## src/rtl/rsch_mul.sv

```systemverilog
// Shared signed multiplier with a registered product.
module rsch_mul (
  input  logic               clk_i,
  input  logic signed [32:0] a_i,
  input  logic signed [32:0] b_i,
  output logic signed [65:0] p_o
);

  logic signed [65:0] p_q;

  always_ff @(posedge clk_i) begin
    p_q <= 66'(a_i) * 66'(b_i);
  end

  assign p_o = p_q;

endmodule

```

## config.mk

```make
export PLATFORM = sky130hd
export DESIGN_NAME = rsch_mul
export DESIGN_NICKNAME = d
export VERILOG_FILES = /design/src/rtl/rsch_mul.sv
export SDC_FILE = /design/constraint.sdc
export NUM_CORES = 2
export LEC_CHECK = 0
export ABC_CLOCK_PERIOD_IN_PS = 9000
export BUFFER_PORTS_ARGS = -buffer_cell sky130_fd_sc_hd__buf_2
export CAP_MARGIN = 30
export CORE_AREA = 2 2 289 291
export CTS_BUF_LIST = sky130_fd_sc_hd__clkbuf_8 sky130_fd_sc_hd__clkbuf_16
export DETAILED_ROUTE_END_ITERATION = 10
export DIE_AREA = 0 0 291 293
export PLACE_DENSITY_LB_ADDON = 0.12
export SLEW_MARGIN = 20
export SYNTH_ARGS = -nofsm -noshare
export SYNTH_HDL_FRONTEND = slang
export SYNTH_SLANG_ARGS = --single-unit
```

## constraint.sdc

```tcl
create_clock -name clk_i -period 9 [get_ports clk_i]
set_input_delay 0.45 -clock clk_i [delete_from_list [all_inputs] [get_ports clk_i]]
set_output_delay 0.45 -clock clk_i [all_outputs]
set_load 0.1 [all_outputs]
```

==> summary by stage <==
Outcome
The flow ran to the end, and the final reports show no timing, DRC or antenna violations.

Clock network
Buffers inserted to repair hold after CTS numbered 0. The clock tree root buffer cell is clkbuf_16. The number of CTS-inserted buffers is 9.

In this run the deepest clock path goes through 2 buffers. After clock tree synthesis, the clock-pin slew on the worst setup and hold paths is approximately 0.08 ns. The H-tree was split into 3 levels. The number of buffers added for setup after CTS is 0.

For this design, the sink count on the clock tree is 66. The post-cts sizing count is 0. The CTS tree is built.

Synthesis
The prevailing post-synth register cell is dfxtp_1. The sequential area share after synthesis is 0.0324. The number of distinct library cells after synthesis is 80.

The synthesized cell area is 0.0407 mm^2. Synthesis inferred 66 register bits. During synthesis, Yosys emitted a total of 0 warnings. In the synthesized netlist the async set-or-reset flop fraction comes to 0. The number of nets in the synthesized netlist is roughly 5800. The gate count of the mapped netlist is between 4000 and 5000. The synthesized design contains 0 enable-type register cells. Averaged over all synthesized cells, the footprint is 9.39 um^2.

Final layout
The flip-flop count of the largest register after layout is between 60 and 70. The proportion of layout cells with a drive suffix above 1 is 0.0553. The area overhead of the layout relative to synthesis is 4.63%. The net count of the finished layout is about 5700.

STA
The count of endpoints failing setup in the final report is 0. Setup total negative slack on the finished layout was measured at 0 ns. The worst hold-check slack is 0.560 ns. The clock period minus worst slack is about 8.2 ns. The maximum clock frequency is 122 MHz. The transition time at the pin with the least slew margin is 0.937 ns. The number of slew-limit violations in the final report is 0.

The post-route fraction of the period consumed by the critical path is 0.912. The final-report hold violation count is 0. Setup repair after global routing left no endpoint under its margin.

Measured against its own limit, the worst slew margin works out to 0.375.

Worst hold path
The startpoint of the most critical hold path is b_i[0]. The endpoint of the worst hold path is p_o[0]$_DFF_P_. The worst hold path class is in -> reg. The cell depth of the worst hold path is 2.

Worst setup path
For this run, the slowest stage of the critical path takes 0.96 ns. The critical path class is in -> reg. At the worst endpoint, the required time is 9.31 ns. The kind of cell adding the most delay to the critical path is adder cells. The standard cell with the maximum stage delay on the critical path is fa_1. In this run the worst path has a maximum fanout of 23. The signal on the critical path passes through buf_2 -> nand2_1 -> inv_1 -> fa_1 -> fa_1 -> fa_1 -> inv_1 -> fa_1 -> fa_1 -> fa_1 -> fa_1 -> fa_1 -> inv_1 -> ha_1 -> and4_1 -> nand3_1 -> nand2b_1 -> a2111oi_4 -> a211oi_4 -> a21o_2 -> a21o_1 -> a211oi_2. The count of buffering cells on the critical path with inverters included is 4. STA classifies the critical path endpoint as a flip-flop. The endpoint arrival time on the critical path is 8.51 ns. The category of the worst setup path launch point is an input port.

The cell that appears most often on the critical path is fa_1.

Floorplan
The initial utilization of the core area, before any placement, comes to 0.498. For this design the top-level I/O count stands at 133. The die is 291 um wide. In this run the core area contains 105 standard-cell rows. The die is 293 um tall. The die covers between 0.08 and 0.09 mm^2. The core area is 0.0818 mm^2.

Placed design
Input and output buffers added on the ports amount to roughly 130. Routability-driven placement finished with a final weighted congestion of 0.894. The wire-length estimate of the detail-placed layout is 94200 um.

Drt
Using the TritonRoute via totals, the vias-per-cell ratio works out to ~5.2. The first routing iteration left 1402 violations. The aggregate routed wire length is 112000 um. The via count is 28200. The number of iterations in the first detailed-routing pass is 7.

The count of nets left with antenna violations after detail routing is 0. In the final routed layout, each cell accounts on average for 20.8 um. The post-route DRC violation count is 0.

Global route
The overall overflow remaining after global route is 0. The via count of the first global-routing pass came to 31300. The pin count of the biggest net entering global routing is 34. The number of antenna violations at the first check in global routing is 7. The first-pass GRT wire length is 182000 um. For this run, the total global-route usage over all layers was measured as 0.281.

Run
The tool flagged a number of max-cap violations equal to 0.
worst max path at each step:
stage,startpoint,to,cells past startpoint
final,b_i[0],p_o[62]$_DFF_P_,22
after global routing,b_i[0],p_o[58]$_DFF_P_,24
after CTS,b_i[0],p_o[62]$_DFF_P_,22
after detailed placement,b_i[0],p_o[62]$_DFF_P_,22
after global placement,b_i[0],p_o[62]$_DFF_P_,22
after floorplan,a_i[32],p_o[62]$_DFF_P_,23
metrics by stage:
step | worst slack [ns] | cells | util | instance area, um^2
after floorplan | 1.31 | 4338 | - | 40700
after global routing | 0.363 | 5391 | 0.521 | 42600
after CTS | 0.785 | 5389 | 0.521 | 42600
after global placement | 0.461 | 5373 | 0.517 | 42300
final | 0.795 | 5391 | 0.521 | 42600
after detailed placement | 0.393 | 5373 | 0.517 | 42300
Yosys cell counts, types with 36 or more instances:
cell | n | share of area
nand2_1 | 551 | 0.051
fa_1 | 1145 | 0.56
xnor2_1 | 43 | 0.0092
dfxtp_1 | 66 | 0.032
and2_1 | 562 | 0.086
inv_1 | 1131 | 0.10
nor2_1 | 68 | 0.0063
a21oi_1 | 57 | 0.0070
a21o_1 | 36 | 0.0066
ha_1 | 217 | 0.067
clkbuf_1 | 208 | 0.019
final cells by class:
type                       instances  area, um^2
clock buffer                       9         225
multi-input combinational       2920       34300
fill                            7730       39200
inverter                        1131        4250
tap                             1070        1340
antenna                            2        5.00
timing repair buffer             186        1070
clock inverter                     7         100
sequential                        66        1320
placed cells by master (no fill, tap or decap), types with 3 or more instances in the layout:
master	Yosys	routed
or2_2	3	3
o31ai_4	3	3
nor2_1	68	68
o211ai_1	4	4
inv_1	1131	1131
a21oi_2	3	3
nand4_1	11	11
and2_1	562	562
nor3_1	7	7
dfxtp_1	66	66
clkbuf_16	0	9
ha_1	217	217
nand2b_1	12	12
a21o_1	36	36
buf_4	0	54
and4_1	5	5
buf_2	11	132
o21ai_1	6	6
a211oi_2	3	3
a211o_1	6	6
xnor2_1	43	43
o21a_1	6	6
and3_1	5	5
o21ai_0	25	25
a21oi_1	57	57
nor2b_1	5	5
or3_1	3	3
xor2_1	25	25
fa_1	1145	1145
a31oi_1	8	8
nand3_1	25	25
a211oi_1	7	7
nand2_1	551	551
o21bai_1	11	11
cells by family (layout without fill, tap and decap cells):
kind of cell | count (synthesis) | in the layout | share of synthesized area
AOI/OAI and AO/OA | 219 | 219 | 0.0407
buffers and inverters | 1352 | 1333 | 0.125
other | 0 | 2 | 0
xor gates and xnor gates | 68 | 68 | 0.0146
DFF | 66 | 66 | 0.0324
adders and majority gates | 1362 | 1362 | 0.629
and+or+nand+nor | 1271 | 1271 | 0.158
routing by layer:
metal / up-vias / track usage / share of wire
li1: 12300 / - / -
met1: 15000 / 0.354 / 0.39
met2: 748 / 0.504 / 0.53
met3: 188 / 0.0307 / 0.044
met4: 0 / 0.0965 / 0.039
met5: - / 0 / 0
Power is not shown: default switching activity piles up to over one toggle a cycle in this logic, so the estimate is an artifact.
