`src/rtl/rsch_pkg.sv`:
```
// Shared types, constants and helpers for the ray/sphere closest-hit unit.
package rsch_pkg;

  localparam int DEFAULT_MAX_SPHERES = 16;
  localparam int CNT_W = 5;            // sphere_count register width
  localparam int SLOT_W = 4;
  localparam int SPH_W = 127;          // center x/y/z plus radius
  localparam int DIV_W = 50;           // divider dividend / quotient width
  localparam int ROOT_W = 32;
  localparam int REM_W = 36;
  localparam int STEP_W = 6;
  localparam int DIV_STEPS = 50;
  localparam int SQRT_STEPS = 32;

  localparam logic OP_LOAD  = 1'b0;
  localparam logic OP_TRACE = 1'b1;

  localparam logic signed [65:0] Q_MAX_W = 66'sd2147483647;
  localparam logic signed [65:0] Q_MIN_W = -66'sd2147483648;

  typedef enum logic {
    ITER_DIV,
    ITER_SQRT
  } iter_mode_e;

  typedef struct packed {
    logic       start;
    iter_mode_e mode;
  } iter_req_t;

  typedef struct packed {
    logic               operation;
    logic [3:0]         slot;
    logic signed [31:0] center_x;
    logic signed [31:0] center_y;
    logic signed [31:0] center_z;
    logic [30:0]        sphere_radius;
    logic signed [31:0] origin_x;
    logic signed [31:0] origin_y;
    logic signed [31:0] origin_z;
    logic signed [31:0] dir_x;
    logic signed [31:0] dir_y;
    logic signed [31:0] dir_z;
  } rsch_in_t;

  typedef struct packed {
    logic               hit_flag;
    logic [3:0]         hit_slot;
    logic [30:0]        hit_dist;
    logic signed [31:0] point_x;
    logic signed [31:0] point_y;
    logic signed [31:0] point_z;
    logic signed [31:0] normal_x;
    logic signed [31:0] normal_y;
    logic signed [31:0] normal_z;
  } rsch_out_t;

  // clamp a wide signed value into Q16.16 range
  function automatic logic signed [31:0] sat32(input logic signed [65:0] x);
    logic signed [31:0] r;
    if (x > Q_MAX_W) begin
      r = 32'sh7fff_ffff;
    end else if (x < Q_MIN_W) begin
      r = 32'sh8000_0000;
    end else begin
      r = x[31:0];
    end
    return r;
  endfunction

endpackage

```
`src/rtl/rsch_iter.sv`:
```
// Iterative unit: restoring divide (one quotient bit per cycle) or square root.
module rsch_iter
  import rsch_pkg::*;
(
  input  logic              clk_i,
  input  logic              rst_ni,
  input  iter_req_t         req_i,
  input  logic [63:0]       num_i,
  input  logic [30:0]       den_i,
  output logic              done_o,
  output logic [DIV_W-1:0]  res_o
);

  iter_mode_e        mode_q;
  logic [63:0]       sh_q;
  logic [REM_W-1:0]  rem_q;
  logic [DIV_W-1:0]  q_q;
  logic [30:0]       den_q;
  logic [STEP_W-1:0] cnt_q;
  logic              run_q;
  logic              done_q;

  logic [REM_W-1:0]  r1;
  logic [REM_W-1:0]  trial;
  logic              ge;

  // one step of the selected recurrence
  always_comb begin
    unique case (mode_q)
      ITER_DIV: begin
        r1    = {rem_q[REM_W-2:0], sh_q[63]};
        trial = {{(REM_W-31){1'b0}}, den_q};
      end
      ITER_SQRT: begin
        r1    = {rem_q[REM_W-3:0], sh_q[63:62]};
        trial = {{(REM_W-ROOT_W-2){1'b0}}, q_q[ROOT_W-1:0], 2'b01};
      end
      default: begin
        r1    = '0;
        trial = '0;
      end
    endcase
    ge = (r1 >= trial);
  end

  always_ff @(posedge clk_i or negedge rst_ni) begin
    if (!rst_ni) begin
      run_q  <= 1'b0;
      done_q <= 1'b0;
      cnt_q  <= '0;
      mode_q <= ITER_DIV;
    end else begin
      done_q <= 1'b0;
      if (req_i.start) begin
        mode_q <= req_i.mode;
        run_q  <= 1'b1;
        rem_q  <= '0;
        q_q    <= '0;
        den_q  <= den_i;
        if (req_i.mode == ITER_DIV) begin
          sh_q  <= {num_i[DIV_W-1:0], {(64-DIV_W){1'b0}}};
          cnt_q <= STEP_W'(DIV_STEPS);
        end else begin
          sh_q  <= num_i;
          cnt_q <= STEP_W'(SQRT_STEPS);
        end
      end else if (run_q) begin
        rem_q <= ge ? (r1 - trial) : r1;
        q_q   <= {q_q[DIV_W-2:0], ge};
        sh_q  <= (mode_q == ITER_DIV) ? (sh_q << 1) : (sh_q << 2);
        cnt_q <= cnt_q - 1'b1;
        if (cnt_q == STEP_W'(1)) begin
          run_q  <= 1'b0;
          done_q <= 1'b1;
        end
      end
    end
  end

  assign done_o = done_q;
  assign res_o  = q_q;

endmodule

```
`config.mk`:
```
export PLATFORM = sky130hd
export DESIGN_NAME = rsch_iter
export DESIGN_NICKNAME = d
export VERILOG_FILES = /design/src/rtl/rsch_pkg.sv /design/src/rtl/rsch_iter.sv
export SDC_FILE = /design/constraint.sdc
export NUM_CORES = 1
export LEC_CHECK = 0
export ABC_AREA = 0
export BUFFER_PORTS_ARGS = -buffer_cell sky130_fd_sc_hd__buf_2
export CORE_MARGIN = 8
export CORE_UTILIZATION = 40
export CTS_CLUSTER_SIZE = 14
export DETAILED_ROUTE_END_ITERATION = 10
export PLACE_DENSITY = 0.66
export SYNTH_ARGS = -nofsm -noshare
export SYNTH_HDL_FRONTEND = slang
export SYNTH_SLANG_ARGS = --single-unit
```
`constraint.sdc`:
```
create_clock -name clk_i -period 5.25 [get_ports clk_i]
set_input_delay 1.05 -clock clk_i [delete_from_list [all_inputs] [get_ports clk_i]]
set_output_delay 1.05 -clock clk_i [all_outputs]
set_load 0.01 [all_outputs]
```
==> results.py <==
metrics = {
    "status": {
        "outcome": "finished clean",
    },
    "floorplan": {
        "core_area_um2": 28550,
        "die_w_um": 186.0,
        "initial_core_util": 0.4048,
        "fp-row-count": 62,
        "die_y_um": 186.0,
        "die_area_um2": 34580,
        "ios": 150,
    },
    "synthesis": {
        "yosys-top-cells-count": "edfxtp_1 (180), nand2_1 (125), nor2_1 (109), mux2i_1 (99), a22oi_1 (88)",
        "synth.area.top_cells": "edfxtp_1 (47%), mux2i_1 (8.6%), a22oi_1 (5.7%)",
        "synth.distinct_cells": 72,
        "ys_dominant_reg_cell": "edfxtp_1",
        "ys_seq_area_frac": 0.4872,
        "yosys.area.top_type": "edfxtp_1",
        "synth_edf_count": 180,
        "syn_inst": 1064,
        "synth-async-reset-ratio": 0.04762,
        "ys_warn_count": 0,
        "netlist_area_um2": 11560,
        "synth_top_area_share": 0.4677,
        "synth-seq-cells": 189,
        "synth.most_common_cell": "edfxtp_1",
        "synth_fp_nets": 1200,
        "syn_area_per_cell_um2": 10.86,
    },
    "detailed_routing": {
        "wl_per_cell_um": 18.42,
        "dr_total_vias": 8728,
        "wirelength_um": 28960,
        "routed_via_density": 5.552,
        "drt-initial-drc-count": 691,
        "drc": 0,
        "ant_nets": 0,
        "first_pass_iters": 5,
    },
    "clocking": {
        "path_clk_slew_ps": 80,
        "clk_latency_ps": 460,
        "cts_hold_buf": 0,
        "cts_setup_buffers": 0,
        "cts_tree": "built",
        "cts-root-buf": "clkbuf_16",
        "cts_max_level": 4,
        "clockBufferDepth": 2,
        "cts_made_buffers": 17,
        "cts-resized-gates": 0,
        "clock_sinks": 189,
    },
    "worst_setup_path": {
        "crit_start": "mode_q$_DFFE_PN0P_",
        "worstReg2RegStart": "mode_q$_DFFE_PN0P_",
        "startpoint_type": "register",
        "worstPathMaxFanout": 51,
        "r2r_slack_ps": 680,
        "required_ps": 5510,
        "cp_data_arrival_time_ps": 4820,
        "reg2reg_to": "rem_q[14]$_SDFFCE_PP0P_",
        "crit_path_end_kind": "register",
        "critPathKind": "register to register",
        "reg2reg_depth": 12,
    },
    "pwr": {
        "p_leak_uw": 0.005610,
        "power_density_nw_per_um2": 424.3,
        "ir_drop_mv": 0.1884,
    },
    "finish": {
        "drive_gt1_frac": 0.2258,
        "syn2layout_area_growth_pct": 14.68,
        "final_cell_area_um2": 13250,
        "layout.nets": 1310,
        "final_cells": 1572,
    },
    "sta": {
        "fmax_mhz": 219.0,
        "layout_worst_path_cycle_share": 0.8698,
        "finalClockSkew_ps": 14.19,
        "rsz0062_at_grt": "no",
        "timing.final.ws_setup_ps": 683.7,
        "tns_ps": 0,
        "tightest_slew_ps": 1106,
        "min_period_ps": 4566,
        "relSlewSlack": 0.2630,
        "slew_violations": 0,
        "hold_viol_final": 0,
        "setup-violations-final": 0,
    },
    "grt": {
        "grt_pass1_vias": 8567,
        "grt_max_degree": 63,
        "track_usage": 0.1658,
        "grt_antenna_before_repair": 2,
        "grt_overflow": 0,
        "grt_pass1_wl_um": 45940,
    },
    "placement": {
        "place_area_um2": 12630,
        "dp.cells": 1539,
        "place_ws_ps": 744.0,
        "port_buffers": 149,
        "gp_congestion": 0.8664,
        "dp_hpwl_um": 19790,
    },
    "worst_hold_path": {
        "worstHoldEndpoint": "done_o$_DFF_PN0_",
        "min_from": "cnt_q[3]$_DFFE_PN0N_",
        "whs_path_depth": 1,
        "worstHoldPathType": "register to register",
    },
    "run": {
        "max-cap-violations": 0,
    },
}
-- final cells by class --
cell class / count / area, um2
multi-input combinational: 783 / 5558
sequential: 189 / 5638
clock inverter: 15 / 193.9
clock buffer: 17 / 425.4
fill: 2680 / 15290
timing repair buffer: 166 / 890.9
antenna: 1 / 2.502
inverter: 17 / 63.81
tap: 384 / 480.5
-- state kept, by name (all words and copies together) (netlist names) --
register  count
den_q        31
cnt_q         6
done_o        1
mode_q        1
run_q         1
sh_q         64
res_o        50
rem_q        35
-- worst max-delay path by stage --
stage | slack, ps | end
after floorplan | 490 | sh_q[0]$_SDFFCE_PN0P_
after global placement | 870 | rem_q[10]$_SDFFCE_PP0P_
after detailed placement | 740 | rem_q[34]$_SDFFCE_PP0P_
after CTS | 690 | rem_q[10]$_SDFFCE_PP0P_
after global routing | 350 | rem_q[10]$_SDFFCE_PP0P_
final | 680 | rem_q[14]$_SDFFCE_PP0P_
-- per-stage QoR --
step | utilization | total power, uW | hold WS, ps
floorplan | - | 3786 | 471.0
global placement | 0.4425 | 4261 | 510.9
detailed placement | 0.4425 | 4283 | 507.8
CTS | 0.4641 | 5657 | 530.4
global route | 0.4642 | 5959 | 566.5
finish | 0.4642 | 5623 | 539.6
-- report_power, final --
| group | internal [uW] | switching (uW) |
|---|---|---|
| registers | 1920 | 151 |
| clock network | 689 | 667 |
| logic | 949 | 1250 |
-- layer usage --
layer,track usage,up-vias,wire length (um),part of all wire
met5,0,-,8,0.00028
met4,0.05494,2,553,0.019
met3,0.03006,34,1280,0.044
met2,0.2541,210,13260,0.46
met1,0.2330,4219,13850,0.48
li1,-,4263,-,-
-- cell families (layout without fill, tap and decap cells) --
logic type | after synthesis | after routing | share of synthesized area
mux | 130 | 130 | 0.1160
xor+xnor | 33 | 33 | 0.02501
simple gates | 316 | 316 | 0.1213
other cells | 0 | 1 | 0
fa+ha+maj | 37 | 37 | 0.04071
compound gates | 267 | 267 | 0.1766
flops | 189 | 189 | 0.4872
buf+inv | 92 | 215 | 0.03324
-- critical path, stage by stage, from the launching register on --
cell and delay [ps]:
dfrtp_4 910, buf_4 350, mux2i_1 110, ha_1 410, and4_1 290, nand3_2 120, o211ai_4 290, a41oi_4 190
o31ai_4 360, a31o_1 710, buf_12 240, nand2_1 60, a311oi_1 280
-- placed cells by master, fill, tap and decap left out, types with 9 or more instances in the layout --
cell	synthesis	final
nand4_1	13	13
ha_1	36	36
xor2_1	12	12
mux2_2	31	31
xnor2_1	21	21
clkbuf_16	0	17
nand2_1	125	125
a22oi_1	88	88
mux2i_1	99	99
o21ai_0	32	32
buf_4	3	18
nand3_1	11	11
edfxtp_1	180	180
inv_1	17	17
buf_2	4	147
a311oi_2	18	18
nor2b_1	12	9
nor2_1	109	108
a21o_1	10	10
a21oi_1	47	47
No activity file was read; power rests on OpenSTA's default activity.
