[config.mk]
export PLATFORM = sky130hd
export DESIGN_NAME = rsch_ram
export DESIGN_NICKNAME = d
export VERILOG_FILES = /design/src/rtl/rsch_ram.sv
export SDC_FILE = /design/constraint.sdc
export NUM_CORES = 1
export LEC_CHECK = 0
export ABC_CLOCK_PERIOD_IN_PS = 3200
export BUFFER_PORTS_ARGS = -buffer_cell sky130_fd_sc_hd__buf_2
export CAP_MARGIN = 20
export CORE_UTILIZATION = 65
export DETAILED_ROUTE_END_ITERATION = 7
export PLACE_DENSITY = 0.87
export SYNTH_ARGS = -nofsm -noshare
export SYNTH_HDL_FRONTEND = slang
export SYNTH_SLANG_ARGS = --single-unit
[constraint.sdc]
create_clock -name clk_i -period 3.2 [get_ports clk_i]
set_clock_uncertainty 0.05 [all_clocks]
set_input_delay 0.8 -clock clk_i [delete_from_list [all_inputs] [get_ports clk_i]]
set_output_delay 0.8 -clock clk_i [all_outputs]
set_load 0.02 [all_outputs]
[src/rtl/rsch_ram.sv]
// Generic single-port-write, registered-read RAM.
module rsch_ram #(
  parameter int WIDTH = 8,
  parameter int DEPTH = 16,
  localparam int AW = (DEPTH > 1) ? $clog2(DEPTH) : 1
) (
  input  logic             clk_i,
  input  logic             we_i,
  input  logic [AW-1:0]    waddr_i,
  input  logic [WIDTH-1:0] wdata_i,
  input  logic             re_i,
  input  logic [AW-1:0]    raddr_i,
  output logic [WIDTH-1:0] rdata_o
);

  logic [WIDTH-1:0] mem [DEPTH];
  logic [WIDTH-1:0] rdata_q;

  always_ff @(posedge clk_i) begin
    if (we_i) begin
      mem[waddr_i] <= wdata_i;
    end
    if (re_i) begin
      rdata_q <= mem[raddr_i];
    end
  end

  assign rdata_o = rdata_q;

endmodule

==> metrics.cfg, run 1 <==
[status]
status = complete, no violations

[yosys]
synth-seq-cells = 136
synthesis.nets = 248
avgSynthCellArea_um2 = 22.8
synthCells = 229
synth_cell_types = 18
ys_warn_count = 0
ys_seq_area_share_pct = 78.1
synth_area_um2 = 5230

[sta]
finalMaxSlewViolations = 0
final-setup-viol-count = 0
final-hold-violation-count = 0
rsz0062_at_grt = no
fmax_ghz = 0.488
period_share_pct = 64.0
post-route-min-period_ns = 2.05
setup_tns_ns = 0
worst-slew-pin-transition_ns = 0.877
max-slew-margin-rel_pct = 41.3
fin_ws_ns = 1.15

[finish]
drive_gt1_share_pct = 30.2
nFillCells = 393
final_nets = 294
antennaDiodeCount = 0
syn2layout_area_growth_pct = 15.9

[critical_path]
criticalPathCategory = in2reg
critPathCaptureType = flop
cp.required_ns = 3.29
crit_chain = buf_2, or3b_2, nor2_1
critical_path.startpoint_type = input port
slowest_delay_ns = 0.69
crit_fanout = 8
cp_top_family = simple AND/OR/NAND/NOR gates
crit_arrival_ns = 2.13
crit_path_top_delay_cell = nor2_1
crit_buf_inv = 1

[drt]
first_pass_iters = 6
drcViolationCount = 0
wl_um = 9980
ant_nets = 0
wire_per_inst_um = 25.6
viasPerCell = 6.56
via_count = 2557
drtIter0Drc = 199

[power]
power.density_nw_per_um2 = 667
power.leakage_nw = 2.04
ir_drop_uv = 488

[floorplanning]
chipWidth_um = 91.7
die_area_um2 = 8410
ioPinCount = 27
core_area_um2 = 7770
rows = 32
fp.dieH_um = 91.7
initial_core_util_pct = 67.3

[clock_tree]
clock_latency_ns = 0.51
cts_tree = done
numCtsBuffers = 17
post_cts_buffers = 0
clk_path_buf_depth = 2
path_clk_slew_ns = 0.06
root_buffer = clkbuf_8
cts_hold_buf = 0
h-tree-depth = 4
ctsResizeCount = 0
cts.sinks = 136

[job]
maxCapViolCount = 0

[global_routing]
first_global_vias = 2531
grt_pass1_wl_um = 15200
overflow = 0
grt_antenna_before_repair = 0
track_usage_pct = 26.8
grt_max_degree = 33

[placement]
dp_slack_ns = 0.662
portBuffers = 26
dp_hpwl_um = 5660
gp_congestion = 0.732

[hold_path]
min_path_type = in2reg

registers in the layout (all words and copies together) (netlist names):
name / flops
rdata_o: 8
mem: 128
power by group:
part           leakage, nW  internal, mW  switching (mW)  total (mW)
registers             1.24          2.01          0.0125        2.02
logic                0.536        0.0744           0.112       0.186
clock network        0.264          1.11           0.729        1.84
layout by cell type (no fill, tap or decap), drive strengths merged:
master	Yosys	routed
nand2	9	9
nor2b	1	1
mux4	32	32
or3b	1	1
nand3b	2	2
a22oi	16	16
and2b	1	1
clkbuf	0	17
clkinv	0	5
buf	7	37
nand2b	2	2
inv	0	3
and2	1	1
bufinv	0	2
nor2	13	13
edfxtp	136	136
nor3	4	4
clkinvlp	0	5
nand3	1	1
stage by stage:
| step | instances | utilization (%) | hold WS (ns) | cell area [um2] | power (mW) |
|---|---|---|---|---|---|
| floorplan | 229 | - | 0.655 | 5230 | 2.16 |
| global placement | 358 | 70.7 | 0.668 | 5490 | 2.23 |
| detailed placement | 358 | 70.7 | 0.692 | 5490 | 2.24 |
| CTS | 390 | 78.0 | 0.596 | 6060 | 4.06 |
| finish | 390 | 78.0 | 0.621 | 6060 | 4.04 |
| global route | 390 | 78.0 | 0.604 | 6060 | 4.14 |
synthesized netlist by cell type:
cell / n / area (um2)
nand2_1: 9 / 33.8
buf_2: 3 / 15.0
nor2b_1: 1 / 6.26
buf_6: 3 / 33.8
nand3_1: 1 / 5.00
or3b_2: 1 / 8.76
clkdlybuf4s25_2: 3 / 30.0
edfxtp_1: 136 / 4080
a22oi_1: 16 / 120
and2_1: 1 / 6.26
and2b_1: 1 / 7.51
nand3b_1: 2 / 15.0
mux4_1: 14 / 368
buf_4: 1 / 7.51
nor2_1: 13 / 48.8
nand2b_1: 2 / 12.5
nor3_1: 4 / 20.0
mux4_2: 18 / 405
cell type report:
cell class	instances	area (um2)	area share, %
sequential	136	4080	67.4
tap	102	128	2.11
multi-input combinational	83	1060	17.4
timing repair buffer	37	225	3.72
clock buffer	17	414	6.83
clock inverter	15	151	2.50
path summary, 6_finish.rpt:
| path | start | to | slack (ns) | cells after the start |
|---|---|---|---|---|
| hold reg to reg | mem[15][5] | rdata_o[5] | 0.71 | 3 |
| setup reg to reg | mem[9][2] | rdata_o[2] | 1.64 | 3 |
| setup / recovery | waddr_i[2] | mem[1][5] | 1.15 | 3 |
| hold / removal | wdata_i[2] | mem[10][2] | 0.62 | 1 |
per-layer routing:
metal,share of wire [%],global-route usage (%)
met1,40,38.4
met2,49,40.4
met3,9.5,6.72
met4,1.7,11.2
met5,0,0
cell families (layout without fill, tap and decap cells):
logic type / after synthesis / after routing / synth area share [%]
flops: 136 / 136 / 78.1
simple gates: 35 / 35 / 3.14
mux: 32 / 32 / 14.8
compound gates: 16 / 16 / 2.30
buf+inv: 10 / 69 / 1.65
(Power assumes the default switching activity.)
==> run 2, diff against run 1 <==
- ABC_CLOCK_PERIOD_IN_PS: 3200 -> 1700
- CORE_UTILIZATION: 65 -> 54
- PLACE_DENSITY: 0.87 -> 0.77
- clock period: 3.2 -> 1.7 ns (I/O delays scaled with it)
==> run 2 against run 1 <==
Combinational power grew 100%. Hold slack lost 0.39 ns. Die area grew 20%. Register-to-register slack lost 1.5 ns. Count of clock-buffer cells in the layout grew 1. Non-clock buffer count grew 15. Total power grew 86%. Critical endpoint is now rdata_o[7]. Largest cell class unchanged. Largest power group unchanged.
==> metrics.cfg, run 2 (same netlist as run 1, synthesis figures left out) <==
[clock_tree]
cts_tree = done
numCtsBuffers = 17  ; unchanged
clk_path_buf_depth = 2  ; unchanged
root_buffer = clkbuf_8
cts.sinks = 136  ; unchanged
ctsResizeCount = 0  ; unchanged
cts_hold_buf = 0  ; unchanged
path_clk_slew_ns = 0.06  ; about the same
clock_latency_ns = 0.52  ; about the same
post_cts_buffers = 0  ; unchanged
h-tree-depth = 4  ; unchanged

[finish]
nFillCells = 597  ; +52%
final_cell_mix = edfxtp_1 (136), buf_2 (26), mux4_2 (25), buf_4 (23)
post-route-util_pct = 66.3  ; -12 points
seq_area_um2 = 4080  ; unchanged
multiInputGateArea_um2 = 1040  ; -2.0%
drive_gt1_share_pct = 35.6  ; +5.4 points
largest_register_ffs = 128  ; unchanged
stdcell_area_um2 = 6190  ; +2.1%
antennaDiodeCount = 0  ; unchanged
max_flop_register = mem
final_nets = 309  ; +5.1%
layout_commonest_cell = edfxtp_1
syn2layout_area_growth_pct = 18.4

[placement]
portBuffers = 26  ; unchanged
place_area_um2 = 5640  ; +2.7%
gp_congestion = 0.690  ; -5.8%
dp_hpwl_um = 6030  ; +6.7%

[power]
p_sw_mw = 1.62  ; +89%
ir_drop_uv = 701  ; +44%
power.density_nw_per_um2 = 1210  ; +82%
swShare_pct = 21.6  ; +0.43 points
clkPwrFrac_pct = 44.4  ; -1.0 points
p_int_mw = 5.89  ; +85%
seqPwrFrac_pct = 50.6  ; +0.6 points
power.leakage_nw = 2.09  ; +2.5%
combPwrFrac_pct = 5.0  ; +0.4 points

[critical_path]
criticalPathCategory = reg2reg
cp.required_ns = 1.92  ; -1.37 ns
critPathCaptureType = flop
crit_fanout = 1  ; -7
critical_path.startpoint_type = flop
crit_arrival_ns = 1.80  ; -0.33 ns

[sta]
rsz0062_at_grt = no
max-slew-margin-rel_pct = 51.7  ; +10 points
post-route-min-period_ns = 1.59
final-hold-violation-count = 0  ; unchanged
fmax_ghz = 0.631
period_share_pct = 93.3
worst-slew-pin-transition_ns = 0.723  ; -0.154 ns
finalMaxSlewViolations = 0  ; unchanged
final-setup-viol-count = 0  ; unchanged
holdWs_ns = 0.232  ; -0.389 ns

[global_routing]
grt_antenna_before_repair = 0  ; unchanged
overflow = 0  ; unchanged
track_usage_pct = 22.1  ; -4.7 points
grt_pass1_wl_um = 15000  ; -1.2%
grt_max_degree = 17  ; -48%
first_global_vias = 2617  ; +3.4%

[floorplanning]
chipWidth_um = 100  ; +9.5%
ioPinCount = 27  ; unchanged
die_area_um2 = 10100  ; +20%
fp.dieH_um = 100  ; +9.5%
rows = 35  ; +9.4%
initial_core_util_pct = 56.0  ; -11 points
core_area_um2 = 9330  ; +20%

[drt]
drcViolationCount = 0  ; unchanged
viasPerCell = 5.74  ; -12%
first_pass_iters = 4  ; -2
wire_per_inst_um = 22.7  ; -11%
ant_nets = 0  ; unchanged
drtIter0Drc = 149  ; -25%
wl_um = 9820  ; -1.6%
via_count = 2480  ; -3.0%

[job]
maxCapViolCount = 0  ; unchanged

[status]
status = complete, no violations

[hold_path]
min_path_type = in2reg

-- run 2: changes by cell type in the layout (fill, tap and decap cells not counted), moves of 2 or more --
cell | previous run | this run
mux4_2 | 18 | 25
mux4_1 | 14 | 7
buf_12 | 1 | 3
buf_4 | 10 | 23
clkinvlp_4 | 5 | 3
clkinv_4 | 1 | 4
clkinv_2 | 3 | 1
-- run 2: layout make-up --
class / instances / share of cell area (%)
multi-input cells: 83 / 16.7
repair buffers: 52 / 5.86
well taps: 129 / 2.61
clock buffers: 18 / 6.75
flip-flops and latches: 136 / 66.0
clock inverters: 14 / 2.04
-- run 2: worst max-delay path: stages (launching register included) --
cell and delay, ns:
edfxtp_1 0.41, mux4_2 0.49, a22oi_1 0.30, nand2_1 0.08
-- run 2: metrics by stage --
step	instances	TNS [ns]	power [mW]	setup WS, ns
2_1_floorplan	229	-1.34	4.08	-0.0411
3_3_place_gp	400	-2.39	4.23	-0.309
3_5_place_dp	400	-3.11	4.25	-0.352
4_1_cts	432	0	7.56	0.102
5_1_grt	432	0	7.73	0.0813
6_report	432	0	7.50	0.114
-- run 2: worst paths after layout --
kind / endpoint / slack (ns) / from / cells past startpoint
setup / recovery: rdata_o[7] / 0.11 / mem[2][7] / 3
hold / removal: rdata_o[7] / 0.23 / re_i / 1
setup reg to reg: rdata_o[7] / 0.11 / mem[2][7] / 3
hold reg to reg: rdata_o[5] / 0.71 / mem[8][5] / 3
-- run 2: routing by layer --
metal  part of all wire, %  global-route usage, %
met5                     0                      0
met1                    41                   29.2
met4                   1.6                   10.3
met3                   5.6                   6.06
met2                    51                   34.5
-- run 2: power groups by stage --
stage | registers (mW) | clock network (mW) | logic, mW
2_1_floorplan | 3.88 | 0 | 0.198
3_3_place_gp | 3.86 | 0 | 0.368
3_5_place_dp | 3.87 | 0 | 0.378
4_1_cts | 3.80 | 3.38 | 0.383
5_1_grt | 3.80 | 3.52 | 0.408
6_report | 3.80 | 3.33 | 0.376
==> run 3, diff against run 2 <==
- RECOVER_POWER: not set -> 50
==> run 3 against run 2 <==
Sequential share of layout area grew 0.20 points. Non-clock buffer count is the same. Flip-flop and latch count is the same. Utilization shrank 0.20 points. Via count shrank 0.36%. Die area is the same. First-iteration DRC count shrank 4.0%. Final cell count is the same. Critical path type unchanged. Largest power group unchanged.
==> metrics.cfg, run 3 (same netlist as run 1, synthesis figures left out) <==
[drt]
drtIter0Drc = 143  ; -4.0%
via_count = 2471  ; -0.36%
wire_per_inst_um = 22.8  ; +0.17%
viasPerCell = 5.72  ; -0.36%
wl_um = 9830  ; +0.17%
first_pass_iters = 4  ; unchanged
ant_nets = 0  ; unchanged
drcViolationCount = 0  ; unchanged

[clock_tree]
cts_hold_buf = 0  ; unchanged
clk_path_buf_depth = 2  ; unchanged
root_buffer = clkbuf_8
cts.sinks = 136  ; unchanged
path_clk_slew_ns = 0.06  ; about the same
numCtsBuffers = 17  ; unchanged
clock_latency_ns = 0.52  ; about the same
ctsResizeCount = 0  ; unchanged
h-tree-depth = 4  ; unchanged
post_cts_buffers = 0  ; unchanged
cts_tree = done

[floorplanning]
initial_core_util_pct = 56.0  ; unchanged
rows = 35  ; unchanged
chipWidth_um = 100  ; unchanged
die_area_um2 = 10100  ; unchanged
fp.dieH_um = 100  ; unchanged
ioPinCount = 27  ; unchanged
core_area_um2 = 9330  ; unchanged

[finish]
seq_area_um2 = 4080  ; unchanged
syn2layout_area_growth_pct = 18.0
final_cell_mix = edfxtp_1 (136), mux4_2 (25), buf_4 (21), buf_2 (17)
finalNonFillerCells = 432  ; unchanged
multiInputGateArea_um2 = 1040  ; unchanged
antennaDiodeCount = 0  ; unchanged
post-route-util_pct = 66.1  ; -0.20 points
drive_gt1_share_pct = 32.0  ; -3.6 points
nFillCells = 606  ; +1.5%
max_flop_register = mem
layout_commonest_cell = edfxtp_1
largest_register_ffs = 128  ; unchanged
final_nets = 309  ; unchanged

[placement]
portBuffers = 26  ; unchanged
dp.cells = 400  ; unchanged
dp_hpwl_um = 6030  ; unchanged
gp_congestion = 0.690  ; unchanged

[critical_path]
timing.rr.start = mem[2][7]
crit_buf_inv = 0  ; unchanged
slowest_delay_ns = 0.49  ; about the same
crit_fanout = 1  ; unchanged
rrSetupSlack_ns = 0.11  ; about the same
critPathCaptureType = flop
crit_arrival_ns = 1.81  ; about the same
critical_path.startpoint_type = flop
r2r_cells = 3  ; unchanged
cp.required_ns = 1.92  ; about the same
crit_path_top_delay_cell = mux4_2
crit_chain = mux4_2, a22oi_1, nand2_1
criticalPathCategory = reg2reg
r2r-end = rdata_o[7]
cp_top_family = multiplexers

[sta]
final-setup-viol-count = 0  ; unchanged
setup_tns_ns = 0  ; unchanged
fmax_ghz = 0.630  ; about the same
worst-slew-pin-transition_ns = 0.683  ; -0.0405 ns
finalMaxSlewViolations = 0  ; unchanged
post-route-min-period_ns = 1.59  ; +0.00156 ns
rsz0062_at_grt = no
max-slew-margin-rel_pct = 54.4  ; +2.7 points
final-hold-violation-count = 0  ; unchanged
period_share_pct = 93.4  ; about the same

[global_routing]
overflow = 0  ; unchanged
grt_busiest_layer = met2
track_usage_pct = 22.1  ; unchanged
grtUsageMet2_pct = 34.5  ; unchanged
grt_pass1_wl_um = 15000  ; unchanged
gr-usage-met1_pct = 29.2  ; unchanged
first_global_vias = 2617  ; unchanged
grt_antenna_before_repair = 0  ; unchanged
grt_max_degree = 17  ; unchanged
use_met3_pct = 6.06  ; unchanged

[hold_path]
min_path_type = in2reg
hold_path_depth = 1  ; unchanged
holdPathEnd = rdata_o[7]
hold_start = re_i

[power]
power.density_nw_per_um2 = 1220  ; +0.27%
power.leakage_nw = 2.05  ; -1.6%
ir_drop_uv = 709  ; +1.1%
power.total_mw = 7.50  ; about the same

[status]
status = complete, no violations

[job]
maxCapViolCount = 0  ; unchanged

## run 3: changes by cell type in the layout (fill, tap and decap cells not counted)
cell	previous run	this run
buf_2	26	17
buf_4	23	21
clkbuf_1	1	12
## run 3: final cells by class
class | count | share of cell area [%]
timing repair buffer | 52 | 5.58
tap | 129 | 2.62
clock buffer | 18 | 6.77
clock inverter | 14 | 2.05
multi-input combinational | 83 | 16.8
sequential | 136 | 66.2
## run 3: where the power goes
group	switching [mW]	internal [mW]
Clock	1.38	1.94
Combinational	0.213	0.158
Sequential	0.0201	3.78
## run 3: through the flow
step	area, um2	hold WS (ns)	setup slack [ns]
final	6170	0.352	0.113
after global routing	6170	0.345	0.0813
after CTS	6190	0.216	0.102
after detailed placement	5640	0.693	-0.352
after global placement	5640	0.673	-0.309
after floorplan	5220	0.474	-0.0411
## run 3: worst max path at each step
| stage | from | to | slack [ns] | cells after the start |
|---|---|---|---|---|
| 2_1_floorplan | waddr_i[2] | mem[3][0] | -0.04 | 2 |
| 3_3_place_gp | raddr_i[0] | rdata_o[6] | -0.31 | 5 |
| 3_5_place_dp | raddr_i[0] | rdata_o[6] | -0.35 | 5 |
| 4_1_cts | rdata_o[1] | rdata_o[1] | 0.10 | 1 |
| 5_1_grt | mem[0][0] | rdata_o[0] | 0.08 | 3 |
| 6_report | mem[2][7] | rdata_o[7] | 0.11 | 3 |
## run 3: per-layer routing
layer  vias to the layer above  part of all wire (%)  routed length [um]
met5                         -                     0                   0
met4                         0                   1.7                 164
met3                        12                   6.7                 656
met2                        94                    51                5020
met1                      1269                    41                4000
li1                       1096                     -                   -
